File: src/rtl/fmtsp_pkg.sv
// Shared constants, widths and the result record of the format specifier parser.
package fmtsp_pkg;

    // Longest specifier that the length field counts to; the 8-bit field caps it at 255.
    localparam int MAX_SPEC_LEN = 255;
    localparam logic [7:0] LEN_CAP = (MAX_SPEC_LEN < 255) ? 8'(MAX_SPEC_LEN) : 8'd255;

    localparam logic [30:0] VAL_MAX = 31'h7FFF_FFFF;

    localparam int IN_W  = 40;  // ch(8) + star_arg(32)
    localparam int OUT_W = 88;  // 83 payload bits padded to whole bytes

    // Phase codes of the parse.
    localparam logic [2:0] PH_FLAGS  = 3'd0;
    localparam logic [2:0] PH_WDIG   = 3'd1;
    localparam logic [2:0] PH_WDONE  = 3'd2;
    localparam logic [2:0] PH_PSTART = 3'd3;
    localparam logic [2:0] PH_PDIG   = 3'd4;
    localparam logic [2:0] PH_PDONE  = 3'd5;

    // Characters of interest.
    localparam logic [7:0] CH_ZERO    = 8'h30;
    localparam logic [7:0] CH_NINE    = 8'h39;
    localparam logic [7:0] CH_STAR    = 8'h2A;
    localparam logic [7:0] CH_DOT     = 8'h2E;
    localparam logic [7:0] CH_MINUS   = 8'h2D;
    localparam logic [7:0] CH_SPACE   = 8'h20;
    localparam logic [7:0] CH_PERCENT = 8'h25;
    localparam logic [7:0] CH_D       = 8'h64;
    localparam logic [7:0] CH_I       = 8'h69;
    localparam logic [7:0] CH_C       = 8'h63;
    localparam logic [7:0] CH_S       = 8'h73;
    localparam logic [7:0] CH_X_LO    = 8'h78;
    localparam logic [7:0] CH_X_UP    = 8'h58;
    localparam logic [7:0] CH_P       = 8'h70;
    localparam logic [7:0] CH_U       = 8'h75;

    typedef struct packed {
        logic [7:0]  spec_length;
        logic        emit_space;
        logic [30:0] precision_value;
        logic        has_precision;
        logic [30:0] field_width;
        logic        left_justify;
        logic        zero_pad;
        logic        bad_type;
        logic [7:0]  type_char;
    } t_result;

    // Accumulate one decimal digit, saturating at VAL_MAX.
    function automatic logic [30:0] add_digit(input logic [31:0] acc, input logic [3:0] dig);
        logic [35:0] v;
        v = {1'b0, acc, 3'b000} + {3'b000, acc, 1'b0} + {32'd0, dig};
        add_digit = (v > {5'd0, VAL_MAX}) ? VAL_MAX : v[30:0];
    endfunction

endpackage

File: src/rtl/format_spec_parser.sv
// Format specifier parser: one specifier character per word in, one parse result out.
//
// Usage:
//   Slave channel (i_s_*) takes the characters of one conversion specifier, one
//   per word, starting with the character after the percent sign. A star word
//   also carries the integer argument it stands for. Digits, star, dot, minus
//   and space are absorbed; the first other character is the type and closes
//   the specifier.
//   Master channel (o_m_*) gives one result word per closing character: type,
//   bad-type flag, zero/minus flags, width, precision, space flag and length.
// Timing:
//   One word accepted per cycle, unless a closing word waits on a held result. A word
//   passes an input register and the parse step (compare plus a shift-add multiply by
//   ten) into the result register, where the result word is held until it is taken.
// Reset:
//   i_rst_n low clears both stages and rearms the parse at the flags phase.
// Stall:
//   While i_m_tready is low the result holds; absorbed characters still flow, and
//   the next closing character waits in the input register with o_s_tready low.
module format_spec_parser (
    input  logic                          i_clk,
    input  logic                          i_rst_n,
    input  logic                          i_s_tvalid,
    output logic                          o_s_tready,
    input  logic [fmtsp_pkg::IN_W-1:0]    i_s_tdata,   // [7:0] ch, [39:8] star_arg
    output logic                          o_m_tvalid,
    input  logic                          i_m_tready,
    // [7:0] type_char, [8] bad_type, [9] zero_pad, [10] left_justify,
    // [41:11] field_width, [42] has_precision, [73:43] precision_value,
    // [74] emit_space, [82:75] spec_length, [87:83] zero
    output logic [fmtsp_pkg::OUT_W-1:0]   o_m_tdata
);
    import fmtsp_pkg::*;

    // Input stage.
    logic        r_in_valid;
    logic [7:0]  r_ch;
    logic [31:0] r_arg;

    // Parse state.
    logic [2:0]  r_phase,  n_phase;
    logic        r_zero,   n_zero;
    logic        r_minus,  n_minus;
    logic        r_space,  n_space;
    logic [30:0] r_width,  n_width;
    logic        r_dot,    n_dot;
    logic [31:0] r_prec,   n_prec;
    logic [7:0]  r_count,  n_count;

    // Result stage.
    logic        r_out_valid;
    t_result     r_res, n_res;

    logic        is_dig, skip, type_ok, out_free, step, in_take, hp;
    logic [2:0]  ph_eff;
    logic [8:0]  len_sum;
    logic [32:0] neg_mag;

    assign out_free   = !r_out_valid || i_m_tready;
    assign is_dig     = r_ch inside {[CH_ZERO:CH_NINE]};
    assign skip       = is_dig || (r_ch inside {CH_STAR, CH_DOT, CH_MINUS, CH_SPACE});
    // Absorbed characters never need the result register; a type does.
    assign step       = r_in_valid && (skip || out_free);
    assign o_s_tready = !r_in_valid || step;
    assign in_take    = i_s_tvalid && o_s_tready;

    assign type_ok = r_ch inside {CH_D, CH_I, CH_C, CH_S, CH_PERCENT, CH_X_LO, CH_X_UP,
                                  CH_P, CH_U};

    assign neg_mag = 33'h1_0000_0000 - {1'b0, r_arg};
    assign len_sum = {1'b0, r_count} + 9'd1;
    assign hp      = r_dot && (r_ch != CH_PERCENT) && !r_prec[31];

    always_comb begin
        // Leaving a digit run on a non-digit closes that field first.
        if (r_phase == PH_WDIG && !is_dig) begin
            ph_eff = PH_WDONE;
        end else if (r_phase == PH_PDIG && !is_dig) begin
            ph_eff = PH_PDONE;
        end else begin
            ph_eff = r_phase;
        end
    end

    always_comb begin
        n_phase = r_phase;
        n_zero  = r_zero;
        n_minus = r_minus;
        n_space = r_space;
        n_width = r_width;
        n_dot   = r_dot;
        n_prec  = r_prec;
        n_count = r_count;
        n_res   = r_res;
        if (skip) begin
            if (r_count < LEN_CAP) begin
                n_count = r_count + 8'd1;
            end
            if (r_ch == CH_SPACE) begin
                n_space = 1'b1;
            end
            n_phase = ph_eff;
            case (ph_eff)
                PH_FLAGS: begin
                    if (r_ch == CH_ZERO) begin
                        n_zero = 1'b1;
                    end else if (r_ch == CH_MINUS) begin
                        n_minus = 1'b1;
                    end else if (r_ch == CH_STAR) begin
                        // Negative star width: left-justify with the magnitude.
                        if (r_arg[31]) begin
                            n_minus = 1'b1;
                            n_width = (neg_mag > {2'b00, VAL_MAX}) ? VAL_MAX : neg_mag[30:0];
                        end else begin
                            n_width = r_arg[30:0];
                        end
                        n_phase = PH_WDONE;
                    end else if (r_ch == CH_DOT) begin
                        n_dot   = 1'b1;
                        n_phase = PH_PSTART;
                    end else if (is_dig) begin
                        n_width = {27'd0, r_ch[3:0]};
                        n_phase = PH_WDIG;
                    end
                end
                PH_WDIG: begin
                    n_width = add_digit({1'b0, r_width}, r_ch[3:0]);
                end
                PH_WDONE: begin
                    if (r_ch == CH_DOT) begin
                        n_dot   = 1'b1;
                        n_phase = PH_PSTART;
                    end
                end
                PH_PSTART: begin
                    if (is_dig) begin
                        n_prec  = {28'd0, r_ch[3:0]};
                        n_phase = PH_PDIG;
                    end else if (r_ch == CH_STAR) begin
                        n_prec  = r_arg;
                        n_phase = PH_PDONE;
                    end else begin
                        n_phase = PH_PDONE;
                    end
                end
                PH_PDIG: begin
                    n_prec = {1'b0, add_digit(r_prec, r_ch[3:0])};
                end
                default: begin
                end
            endcase
        end else begin
            // Type character: build the result and rearm the parse.
            n_res             = '0;
            n_res.type_char   = r_ch;
            n_res.bad_type    = !type_ok;
            n_res.spec_length = (len_sum > {1'b0, LEN_CAP}) ? LEN_CAP : len_sum[7:0];
            if (type_ok) begin
                n_res.zero_pad        = r_zero && !r_minus;
                n_res.left_justify    = r_minus;
                n_res.field_width     = r_width;
                n_res.has_precision   = hp;
                n_res.precision_value = hp ? r_prec[30:0] : 31'd0;
                n_res.emit_space      = r_space;
            end
            n_phase = PH_FLAGS;
            n_zero  = 1'b0;
            n_minus = 1'b0;
            n_space = 1'b0;
            n_width = '0;
            n_dot   = 1'b0;
            n_prec  = '0;
            n_count = 8'd1;
        end
    end

    always_ff @(posedge i_clk) begin
        if (!i_rst_n) begin
            r_in_valid  <= 1'b0;
            r_out_valid <= 1'b0;
            r_phase     <= PH_FLAGS;
            r_zero      <= 1'b0;
            r_minus     <= 1'b0;
            r_space     <= 1'b0;
            r_width     <= '0;
            r_dot       <= 1'b0;
            r_prec      <= '0;
            r_count     <= 8'd1;
        end else begin
            // Hold the input word until the parse step takes it.
            if (in_take) begin
                r_in_valid <= 1'b1;
            end else if (step) begin
                r_in_valid <= 1'b0;
            end
            if (step) begin
                r_phase <= n_phase;
                r_zero  <= n_zero;
                r_minus <= n_minus;
                r_space <= n_space;
                r_width <= n_width;
                r_dot   <= n_dot;
                r_prec  <= n_prec;
                r_count <= n_count;
            end
            // Advance the result register on a type; drop it once taken.
            if (step && !skip) begin
                r_out_valid <= 1'b1;
            end else if (i_m_tready) begin
                r_out_valid <= 1'b0;
            end
        end
    end

    always_ff @(posedge i_clk) begin
        if (in_take) begin
            r_ch  <= i_s_tdata[7:0];
            r_arg <= i_s_tdata[39:8];
        end
        if (step && !skip) begin
            r_res <= n_res;
        end
    end

    assign o_m_tvalid = r_out_valid;
    assign o_m_tdata  = {5'd0, r_res};

`ifndef ASSERT_OFF
    a_rearm: assert property (@(posedge i_clk) disable iff (!i_rst_n)
        (step && !skip) |=> (r_phase == PH_FLAGS && r_count == 8'd1 && !r_dot))
        else $error("parse state not rearmed after type character");

    a_bad_clear: assert property (@(posedge i_clk) disable iff (!i_rst_n)
        (r_out_valid && r_res.bad_type) |-> (r_res.field_width == 31'd0
            && !r_res.has_precision && !r_res.left_justify && !r_res.emit_space))
        else $error("bad type result carries nonzero fields");

    a_len_min: assert property (@(posedge i_clk) disable iff (!i_rst_n)
        r_out_valid |-> (r_res.spec_length >= 8'd2 && r_res.spec_length <= LEN_CAP))
        else $error("spec length out of range");

    a_zero_minus: assert property (@(posedge i_clk) disable iff (!i_rst_n)
        (r_out_valid && r_res.zero_pad) |-> !r_res.left_justify)
        else $error("zero pad with left justify");

    a_no_overwrite: assert property (@(posedge i_clk) disable iff (!i_rst_n)
        (r_out_valid && !i_m_tready) |=> (r_out_valid && $stable(r_res)))
        else $error("stalled result lost or overwritten");
`endif

endmodule
File: config.mk
export PLATFORM = sky130hd
export DESIGN_NAME = format_spec_parser
export DESIGN_NICKNAME = d
export VERILOG_FILES = /design/src/rtl/fmtsp_pkg.sv /design/src/rtl/format_spec_parser.sv
export SDC_FILE = /design/constraint.sdc
export NUM_CORES = 1
export LEC_CHECK = 0
export BUFFER_PORTS_ARGS = -buffer_cell sky130_fd_sc_hd__buf_2
export CORE_MARGIN = 3
export CORE_UTILIZATION = 45
export DETAILED_ROUTE_END_ITERATION = 8
export GPL_TIMING_DRIVEN = 0
export PLACE_DENSITY_LB_ADDON = 0.12
export SLEW_MARGIN = 15
export SYNTH_ARGS = -nofsm -noshare
export SYNTH_HDL_FRONTEND = slang
export SYNTH_SLANG_ARGS = --single-unit
export TNS_END_PERCENT = 100
File: constraint.sdc
create_clock -name i_clk -period 6.8 [get_ports i_clk]
set_input_delay 0.68 -clock i_clk [delete_from_list [all_inputs] [get_ports i_clk]]
set_output_delay 0.68 -clock i_clk [all_outputs]
set_load 0.01 [all_outputs]
==> results of run 1 <==
-- worst reg2reg max path, cell delays in order (launching register included) --
cell and delay, ns:
edfxtp_1 0.42, buf_2 0.23, inv_1 0.14, fa_1 0.62
inv_1 0.06, ha_1 0.30, a211oi_1 0.29, o21ai_1 0.19
o311ai_2 0.33, a21o_1 0.29, o21ai_1 0.24, a31oi_1 0.24
xnor2_1 0.20, nor3_1 0.84, a31oi_1 0.15
-- cell type report --
type                    count  share of cell area
clock buffers              33              0.0425
inverters                  39             0.00923
clock inverters            11             0.00977
flip-flops and latches    203               0.328
well taps                 396              0.0307
multi-input cells        1216               0.514
plain buffers              90              0.0234
repair buffers            131              0.0427
-- flip-flops by register name (all words and copies together), names as in the netlist --
signal / count
r_phase: 3
r_ch: 8
r_zero: 1
r_count: 8
r_dot: 1
r_prec: 32
r_width: 31
r_space: 1
r_in_valid: 1
o_m_tdata: 83
r_arg: 32
o_m_tvalid: 1
r_minus: 1
-- final timing paths --
kind | startpoint | to | slack (ns)
max reg2reg | r_ch[3]$_DFFE_PP_ | r_width[9]$_SDFFE_PN0P_ | 2.08
max | r_ch[3]$_DFFE_PP_ | r_width[9]$_SDFFE_PN0P_ | 2.08
min reg2reg | r_ch[4]$_DFFE_PP_ | o_m_tdata[4]$_DFFE_PP_ | 0.49
min | i_s_tdata[31] | r_arg[23]$_DFFE_PP_ | 0.32
-- where the power goes --
part / total, µW / switching [µW] / internal [µW]
clock network: 1360 / 506 / 854
registers: 1370 / 28.1 / 1340
logic: 198 / 130 / 67.7
total: 2930 / 664 / 2260
-- cell families after synthesis --
logic type                 Yosys count  share of synthesized area
adders and majority gates          132                      0.119
DFF                                203                      0.376
xor gates and xnor gates            69                     0.0434
AOI/OAI and AO/OA                  476                      0.225
other                                1                   0.000266
and+or+nand+nor                    530                      0.196
buffers and inverters              129                     0.0372
muxes                                4                    0.00311
-- synth_stat cells, drive strengths merged (12+ instances only) --
cell type | count | area [µm²]
a211oi | 15 | 118
a21boi | 20 | 150
a21o | 48 | 360
a21oi | 131 | 659
a311oi | 28 | 245
a31oi | 17 | 106
and2 | 71 | 444
and3 | 16 | 100
buf | 23 | 126
clkbuf | 67 | 251
dfxtp | 80 | 1600
edfxtp | 123 | 3690
ha | 128 | 1600
inv | 39 | 146
nand2 | 141 | 529
nand3 | 35 | 175
nand3b | 12 | 90.1
nand4 | 12 | 75.1
nor2 | 98 | 368
nor2b | 22 | 138
nor3 | 31 | 165
nor4 | 35 | 246
o211ai | 17 | 128
o21a | 14 | 105
o21ai | 95 | 479
o31ai | 16 | 134
or3 | 12 | 75.1
xnor2 | 41 | 359
xor2 | 28 | 253
-- per-stage QoR --
stage	instance area (µm²)	utilization	cells	setup slack (ns)	hold slack, ns
5_1_grt	16100	0.525	2119	1.69	0.304
3_5_place_dp	15300	0.497	2075	2.06	0.478
4_1_cts	16100	0.525	2119	2.06	0.300
6_report	16100	0.525	2119	2.08	0.325
2_1_floorplan	14100	-	1548	3.07	0.428
3_3_place_gp	15200	0.496	2072	1.65	0.480
-- cell usage in the layout, fill, tap and decap left out, drive strengths merged, types with 22 or more instances in the layout --
| cell | instances |
|---|---|
| nor2b | 22 |
| ha | 128 |
| nor2 | 98 |
| dfxtp | 80 |
| nand3 | 35 |
| edfxtp | 123 |
| and2 | 71 |
| nor3 | 31 |
| buf | 154 |
| nor4 | 35 |
| o21ai | 95 |
| a21o | 48 |
| xor2 | 28 |
| xnor2 | 41 |
| inv | 39 |
| a21oi | 131 |
| nand2 | 141 |
| a311oi | 28 |
| clkbuf | 100 |
-- per-layer routing --
layer  up-vias  part of all wire  GRT usage
li1       6101                 -          -
met3        84             0.051     0.0298
met1      5946              0.45      0.321
met4         0             0.026     0.0637
met5         -                 0          0
met2       377              0.47      0.408
==> impl.org, run 1 <==
** Die
- Horiz. Die Dim :: 183 µm
- Row count :: 64
- Number of top-level design ports :: 134
- After floorplanning, the core was sized to cover 0.0307 mm².
- The die covers between 0.03 and 0.04 mm².
- Effective utilization at floorplan :: 0.458
- Die extent in y :: ~180 µm

** Clocking
- The number of clock buffers added by TritonCTS is 24.
- Buffers inserted to repair hold after CTS numbered 0.
- Later-pin clock latency in the skew report :: 0.53 ns
- TritonCTS built the clock tree.
- Number of setup buffers added after CTS :: 0
- Clock Sinks :: ~200
- The root buffer cell chosen for the clock tree is clkbuf_16.
- Clock-pin slew was measured on the worst setup and hold paths at approximately 0.06 ns.
- The longest clock path from root to sink contains 3 buffers.
- Total of cells resized after clock tree synthesis :: 0
- # H-tree levels :: 1

** Timing
- For the pin with the worst max-slew slack, the measured transition is approximately 0.98 ns.
- Setup repair after global routing left no endpoint under its margin.
- Total count of hold-check failures in the final report :: 0
- Adding up every negative setup slack in the final design gives 0 ns.
- Final period util :: 0.694
- Relative slew slack :: 0.345
- Setup violations remaining at the end of the flow were counted as 0.
- Worst Skew :: roughly 0.014 ns
- Fin crit period :: 4.72 ns
- For this run, the top clock speed supported by timing is ~0.21 GHz.
- The final count of pins violating max slew is 0.

** Detailed routing
- Routed WL :: approximately 41,000 µm
- After detailed routing, the number of remaining DRC violations is 0.
- Mean routed wirelength per cell :: ~19 µm
- The detail route stage leaves a number of antenna-violating nets equal to 0.
- The first detailed-routing pass took 6 iterations.
- Detail-routed via count per cell :: between 5 and 6
- For this block, the via count after detailed routing is 12,508.
- The detailed router finished its first iteration with between 900 and 1,000 violations.

** Logic synthesis
- Part of the Yosys area used for sequential elements :: 0.376
- The Yosys step of the flow raised 0 warnings.
- Counting flops and latches in the post-synthesis netlist gives a little over 200.
- Synthesis produced a netlist whose cell count is 1,544.
- The synthesized netlist contains 90 unique library cells.
- Most used flip-flop cell after synthesis :: edfxtp_1
- The synthesized netlist occupies a cell area of 0.0141 mm².
- Post-synth ARST share :: 0
- Post-synth EDFFs :: 123
- Averaged over all synthesized cells, the footprint is about 9 µm².

** Global route
- The via count of the first global-routing pass is ~12,000.
- The number of antenna violations at the first check in global routing was 0.
- Wire length of the first global-routing pass :: about 65,000 µm
- For this run, the total global-route usage over all layers was measured as 0.238.
- For this run the aggregate overflow at the end of global routing stands at 0.
- Pin count of the biggest net entering global routing :: 43

** Setup path
- The largest single stage delay on the critical path is around 0.84 ns.
- Critical-path cell with the highest stage delay :: nor3_1
- Startpoint class of the critical path :: flip-flop
- Broken down by cell family, the worst path's largest delay share belongs to compound AO/OA/AOI/OAI gates.
- The critical path contains buffers and inverters numbering 3 combined.
- Endpoint class of the critical path :: flip-flop
- STA puts the critical path data required time at between 7 and 8 ns.
- Count of cell instances traversed by the critical path :: 14
- Crit path kind :: reg2reg
- Crit-path cells :: buf_2 -> inv_1 -> fa_1 -> inv_1 -> ha_1 -> a211oi_1 -> o21ai_1 -> o311ai_2 -> a21o_1 -> o21ai_1 -> a31oi_1 -> xnor2_1 -> nor3_1 -> a31oi_1
- Of all nets on the critical path, the largest fanout is 9.
- Cell depth of the worst flop-to-flop path :: 14
- For the worst setup path, the data arrival time is 5.08 ns.

** Finish
- In the final layout, flip-flops and latches occupy roughly 0.0053 mm².
- Area of the multi-input gates :: 0.00829 mm²
- Post-layout nets :: between 1,500 and 2,000
- Antenna cell count :: 0
- From synthesis to final layout, the design area changed by 14.5%.
- Share of layout cells above drive strength 1 :: 0.129
- The layout has 2,988 filler cells.

** Pwr
- Worst IR drop on VDD :: 0.183 mV
- Total power consumption of the routed design :: 2930 µW
- In this run the static leakage power is 0.00685 µW.
- Power density over the cells :: between 150 and 200 mW/mm²

** Min path
- The path class of the tightest hold or removal check is in2reg.
- Counting instances, the worst hold path has a depth of 1.

** Place
- Port buffering added 128 buffers.
- Detailed placement ended at an HPWL of 31,900 µm.
- GPL Wtd Cong :: between 0.9 and 1

** Flow run
- Max cap viols :: 0

** Status
- The run finished with clean final reports.
Note: power is estimated with default switching activity, not from simulation.
==> run 2, diff against run 1 <==
ABC_AREA = 1   (was unset)
clock period = 4.3 ns   (was 6.8 ns; I/O delays follow)
==> run 2 against run 1 <==
  * Clock power is 60% higher
  * Critical path type unchanged
  * Routed wire length up 10%
  * Clock-buffer cell count stayed put
  * Sequential share of layout area down 1.5 points
  * Design area is 4.7% higher
  * Worst setup slack got worse by 1.8 ns
  * Non-clock buffer count shrank 19
  * First-iteration DRC count up 1.4%
  * Critical path depth rose by 3
  * Fmax increased by 16%
  * Synthesized cell count up 30%
  * Cell count up 24%
==> impl.org, run 2 <==
** Global route
- Via count of the first global-routing pass :: between 10,000 and 15,000
- Met2 Resource Use GR :: 0.386
- Pin count of the biggest net entering global routing :: 55
- Across every metal layer, demand over resource in global routing totals 0.252.
- For this run the aggregate overflow at the end of global routing stands at 0.
- The number of antenna violations at the first check in global routing was 1.
- Wire length of the first global-routing pass :: between 70,000 and 80,000 µm
- Most congested layer reported by global routing :: met2
- GR Layer Usage met3 :: 0.0515
- Global routing met1 resource utilization :: 0.367

** Logic synthesis
- Post-synth top area share :: 0.251
- In this run, synthesis produced a sequential element count of between 200 and 250.
- After synthesis, the cell types taking the most area are edfxtp_1, nand2_1, dfxtp_1, ha_1, a21oi_1.
- Average footprint of a synthesized cell :: approximately 7.3 µm²
- In this run, synthesis inferred 123 flip-flops with an integrated enable.
- Leading cell type by number of instances after synthesis :: nand2_1
- For this run, the register share of the synthesized area comes to 0.360.
- Counting instances in the post-synthesis netlist gives the leading cell types as nand2_1, a21oi_1, nor2_1, inv_1, ha_1.
- Post-synth ARST share :: 0
- Top cell type by total area after synthesis :: edfxtp_1
- Most used flip-flop cell after synthesis :: edfxtp_1
- In this run, distinct cell masters in the synthesized netlist total 55.
- The Yosys step of the flow raised 0 warnings.
- Synthesized instance count :: about 2,000
- The mapped netlist covers 0.0147 mm².

** Detailed routing
- Via count :: ~14,000
- In this run the remaining antenna-violating nets after routing total 0.
- Dividing the detail-routed wire length by the instance count gives between 15 and 20 µm.
- Detail-routed via count per cell :: roughly 5.3
- The final layout contains routed wiring with a total length of roughly 45,000 µm.
- For this run, design rule violations remaining after detail routing come to 0.
- Iteration count of the initial detailed-routing pass :: 5
- The first routing iteration left just under 1,000 violations.

** Setup path
- The setup path with the least slack is of type reg2reg.
- Endpoint class of the critical path :: flip-flop
- CP arrival :: roughly 4.4 ns
- Maximum fanout along the worst path :: 10
- Startpoint class of the critical path :: flip-flop
- STA puts the critical path data required time at about 4.7 ns.

** Finish
- Registers take approximately 0.0053 mm².
- Max reg flops :: 83
- Final Instance Count excl. Fillers :: around 2,600
- For this run, the post-layout net count is 2,350.
- In the final layout, the multi-input gates occupy 0.00834 mm².
- Fillers :: 3,236
- Layout area overhead :: 15.0%
- Most common cell after layout, fill and taps aside :: nand2_1
- The number of antenna diodes in the final layout is 0.
- Of the cells placed in the final design, the portion with a size suffix greater than 1 is 0.129.
- In the layout the commonest cells are nand2_1, a21oi_1, nor2_1.

** Timing
- For this run, the top clock speed supported by timing is between 0.2 and 0.25 GHz.
- Total count of hold-check failures in the final report :: 0
- Setup violations remaining at the end of the flow were counted as 0.
- Final period util :: 0.943
- Relative slew slack :: 0.373
- For the pin with the worst max-slew slack, the measured transition is approximately 0.93 ns.
- Setup repair after global routing missed its margin :: no
- The clock arrives with roughly 0.028 ns of skew.
- Number of slew-limit violations in the final report :: 0
- Smallest hold slack :: 0.0592 ns
- Fin crit period :: around 4 ns
- After routing, the total negative slack on setup checks comes to 0 ns.

** Die
- Number of top-level design ports :: 134
- Effective utilization at floorplan :: 0.461
- Die area :: between 0.03 and 0.04 mm²
- Row count :: 65
- Horiz. Die Dim :: 187 µm
- Die extent in y :: between 150 and 200 µm
- The region available for standard cell placement spans around 0.032 mm².

** Place
- Number of placed instances, taps included :: between 2,000 and 3,000
- GPL Wtd Cong :: approximately 0.95
- Input/output buffers :: between 100 and 150
- Detailed placement finished with a half-perimeter wire length of 35,600 µm.

** Flow run
- Max cap viols :: 0

** Pwr
- The worst-case IR drop observed on VDD is 0.280 mV.
- Power spread over the standard cell area amounts to approximately 280 mW/mm².
- In this run the static leakage power is 0.00766 µW.

** Status
- The run finished with clean final reports.

** Clocking
- # H-tree levels :: 1
- CTS saw 203 sinks.
- Counting the buffers created by CTS gives 25.
- TritonCTS built the clock tree.
- Clk root buf :: clkbuf_16
- Later-pin clock latency in the skew report :: ~0.54 ns
- CTS Hold Bufs :: 0
- Buffer levels on the longest clock path :: 3
- Clock-pin slew was measured on the worst setup and hold paths at roughly 0.060 ns.

** Min path
- The tightest min-delay check is of the in2reg type.
## run 2: cell type report
type                    count  area share
clock inverters            13     0.00866
flip-flops and latches    203       0.313
repair buffers            139      0.0455
clock buffers              33      0.0419
multi-input cells        1534       0.493
inverters                 208      0.0466
plain buffers              63      0.0184
well taps                 435      0.0322
## run 2: worst paths after layout
check | from | to | slack, ns | cells past startpoint
worst min-delay path | i_s_tdata[23] | r_arg[15]$_DFFE_PP_ | 0.06 | 1
worst min register to register | r_zero$_SDFFE_PN0P_ | r_zero$_SDFFE_PN0P_ | 0.47 | 2
worst max-delay path | r_ch[3]$_DFFE_PP_ | r_width[27]$_SDFFE_PN0P_ | 0.25 | 17
worst max register to register | r_ch[3]$_DFFE_PP_ | r_width[27]$_SDFFE_PN0P_ | 0.25 | 17
## run 2: worst max-delay path, stage by stage, from the launching register on
cell and delay (ns):
edfxtp_1 0.45, buf_6 0.21, inv_4 0.10, fa_1 0.53
fa_1 0.49, o21ai_2 0.23, a21boi_1 0.16, o21ai_2 0.31
nand3b_1 0.18, nand3_1 0.11, nand2_1 0.05, nor2_1 0.12
nand2_1 0.13, nor3_4 0.32, buf_4 0.25, nand2_1 0.07
nand3_1 0.07, a21oi_1 0.07
## run 2: stage by stage
step                      setup slack [ns]  utilization  total power (µW)  instance area [µm²]
final                                0.245        0.530              4720                16900
after global routing               0.00295        0.530              4880                16900
after CTS                           0.0885        0.527              4770                16800
after detailed placement            0.0115        0.500              2580                15900
after global placement               -1.37        0.499              2570                15900
after floorplan                      0.361            -              2420                14700
## run 2: kinds of logic after synthesis
group                      synth area share
other                              0.000255
DFF                                   0.360
buffers and inverters                0.0740
AOI/OAI and AO/OA                     0.139
adders and majority gates             0.114
xor gates and xnor gates             0.0316
and+or+nand+nor                       0.280
## run 2: power breakdown
| group | internal (µW) | total (µW) | leakage, µW | switching [µW] |
|---|---|---|---|---|
| Sequential | 2120 | 2170 | 0.00185 | 46.0 |
| Combinational | 112 | 380 | 0.00541 | 268 |
| Clock | 1290 | 2170 | 0.000403 | 880 |
## run 2: repair_timing
item	4_1_cts	5_1_grt
setup endpoints to repair	2	56
buffers inserted	2	7
endpoints found under the hold margin	0	0
gates resized for setup	0	9
cloned	0	0
pin swaps	0	2
## run 2: per-layer routing
| layer | part of all wire | vias to the layer above |
|---|---|---|
| li1 | - | 7030 |
| met1 | 0.48 | 6477 |
| met2 | 0.42 | 467 |
| met3 | 0.082 | 55 |
| met4 | 0.021 | 0 |
| met5 | 0 | - |
==> run 3, diff against run 2 <==
CELL_PAD_IN_SITES_DETAIL_PLACEMENT = 0   (was unset)
CELL_PAD_IN_SITES_GLOBAL_PLACEMENT = 1   (was unset)
CORE_UTILIZATION = 40   (was 45)
==> run 3 against run 2 <==
  * Die area up 12%
  * Global-route usage down 1.5 points
  * Hold slack worse by 0.0080 ns
  * Combinational power about the same
  * First-iteration DRC count down 2.1%
  * Utilization down 5.6 points
  * Critical path depth up 1
  * Fmax down 1.2%
  * Worst setup slack worse by 0.049 ns
  * Sequential power about the same
  * Largest cell class unchanged
  * Highest routed layer unchanged
==> impl.org, run 3 (synthesis gave the netlist of run 2 again) <==
** Detailed routing
- The detail route stage leaves a number of antenna-violating nets equal to 0.
- Dividing the detail-routed via count by the number of cells gives around 5.2.
- DRC violations left :: 0
- The detailed router placed between 10,000 and 15,000 vias in this run.
- The routed design has 46,900 µm of wire.
- The first detailed-routing pass ran for 5 iterations.
- After detailed routing, the average wire length per cell comes to between 15 and 20 µm.
- Detailed Route Iter0 Violations :: a little under 1,000

** Timing
- On the final layout, the worst clock skew is about 0.019 ns.
- The final count of pins violating max slew was 0.
- Smallest hold slack :: between 0.05 and 0.06 ns
- Relative slew slack :: 0.381
- Dividing the final minimum period by the clock period gives 0.954.
- Setup_tns :: 0 ns
- Maximum achievable frequency :: roughly 0.24 GHz
- Setup violations remaining at the end of the flow were counted as 0.
- Counting I/O delays and the setup requirement, the final critical path takes 4.10 ns.
- Total count of hold-check failures in the final report :: 0
- At the pin with the least slew margin, the transition time is around 0.92 ns.

** Global route
- The first global-routing pass estimated 72,600 µm of wire.
- Grt ovf :: 0
- Tot GR Track Use :: 0.237
- Pin count of the biggest net entering global routing :: between 40 and 50
- Via count of the first global-routing pass :: between 10,000 and 15,000
- The number of antenna violations at the first check in global routing is 0.

** Min path
- The tightest min-delay check is of the in2reg type.

** Finish
- The register with the most flip-flops in the layout has a little over 80 of them.
- In the layout the commonest cells are nand2_1, a21oi_1, nor2_1.
- Fillers :: between 3,000 and 4,000
- Of the cells placed in the final design, the portion with a size suffix greater than 1 is 0.132.
- Leaving out fill and tap cells, the most frequent cell in the layout is nand2_1.
- Layout area overhead :: 15.8%
- Post-layout nets :: about 2,400

** Clocking
- Number of CTS-inserted buffers :: 26
- The clock passes through at most 3 buffers.
- For the worst-skew pair, the clock arrives at the later sink with an insertion delay of roughly 0.55 ns.
- TritonCTS built the clock tree.
- Clock-pin slew on the worst setup and hold paths :: around 0.060 ns
- Clock Sinks :: around 200
- Clock tree synthesis selected as its root buffer the cell clkbuf_16.
- # H-tree levels :: 1
- The number of hold buffers added after CTS was 0.

** Setup path
- Worst path required time :: between 4 and 5 ns
- The worst setup path is launched from a flip-flop.
- Along the worst path, the maximum fanout reaches 8.
- The worst setup path is of the reg2reg kind.
- For the worst setup path, the data arrival time is 4.51 ns.
- Across all register-to-register paths, the minimum setup slack is roughly 0.20 ns.
- Endpoint class of the critical path :: flip-flop

** Flow run
- Max cap viols :: 0

** Pwr
- The worst-case IR drop observed on VDD is 0.329 mV.
- Power density over the cells :: slightly below 300 mW/mm²
- In this run the static leakage power is between 0.007 and 0.008 µW.

** Status
- The flow ran to the end, and the final reports show no timing, DRC or antenna violations.

** Die
- The floorplan step defined a die boundary enclosing 0.0391 mm².
- Effective utilization at floorplan :: 0.409
- Floorplan core area :: between 0.03 and 0.04 mm²
- between 100 and 150 I/O pins were placed.
- The die is about 200 µm tall.
- The floorplan step set the die width to a little under 200 µm.
- In this run the core area contains 69 standard-cell rows.

** Place
- Input/output buffers :: 128
- The congestion estimate from routability-driven global placement came to 0.944.
- Post-DP HPWL :: 37,200 µm
## run 3: cell types whose count changed in the layout (fill, tap and decap cells not counted), moves of 2 or more
| cell | before | now |
|---|---|---|
| clkbuf_1 | 43 | 38 |
| bufinv_16 | 2 | 5 |
| clkinv_2 | 4 | 7 |
| clkinvlp_4 | 5 | 2 |
| clkbuf_4 | 0 | 2 |
| clkinv_4 | 0 | 2 |
## run 3: final timing paths
kind                            cells past startpoint                 endpoint                 start
worst min register to register                      1     r_space$_SDFFE_PN0P_  r_space$_SDFFE_PN0P_
worst min-delay path                                1       r_arg[0]$_DFFE_PP_          i_s_tdata[8]
worst max-delay path                               18  r_width[2]$_SDFFE_PN0P_     r_ch[3]$_DFFE_PP_
worst max register to register                     18  r_width[2]$_SDFFE_PN0P_     r_ch[3]$_DFFE_PP_
## run 3: final cells by class
class                   instances  area (µm²)  share of cell area
plain buffers                  63         308              0.0181
well taps                     461         577              0.0339
multi-input cells            1534        8350               0.491
clock inverters                19         250              0.0147
flip-flops and latches        203        5300               0.311
inverters                     208         787              0.0463
diodes                          1        2.50            0.000147
repair buffers                138         741              0.0435
clock buffers                  29         703              0.0413
## run 3: critical path: stages (launching register included)
cell and delay [ns]:
edfxtp_1 0.42, buf_4 0.26, inv_4 0.12, fa_1 0.54, fa_1 0.50, o21ai_2 0.22
a21boi_1 0.16, o21ai_2 0.31, nand3b_1 0.15, nand3_1 0.09, nand2_1 0.05, nor2_1 0.10
nand2_1 0.13, nor2_1 0.50, nand2_1 0.11, nand2_1 0.08, inv_1 0.04, nand2_1 0.09
a21oi_1 0.07
## run 3: where the power goes
part	total [µW]	internal, µW	switching [µW]
Sequential	2170	2120	47.1
Combinational	379	110	269
Clock	2420	1490	933
Total	4970	3720	1250
## run 3: timing repair
item	in CTS	in global routing
buffers inserted	2	6
endpoints found under the setup margin	31	56
pin swaps	0	2
resized for setup	1	7
## run 3: routing by layer
metal  vias to the layer above  GRT usage  share of wire
met5                         -          0              0
met4                         0     0.0467          0.017
met3                        53     0.0379          0.056
met2                       353      0.360           0.42
met1                      6417      0.357           0.50
li1                       7024          -              -
## run 3: stage by stage
stage               cells  worst slack [ns]  area [µm²]   util  power, µW
floorplan            2008             0.361       14700      -       2420
global placement     2597             -1.42       15900  0.443       2580
detailed placement   2599            -0.293       16000  0.445       2580
CTS                  2649            0.0586       16900  0.472       5030
global route         2655           -0.0171       17000  0.474       5140
finish               2656             0.197       17000  0.474       4970
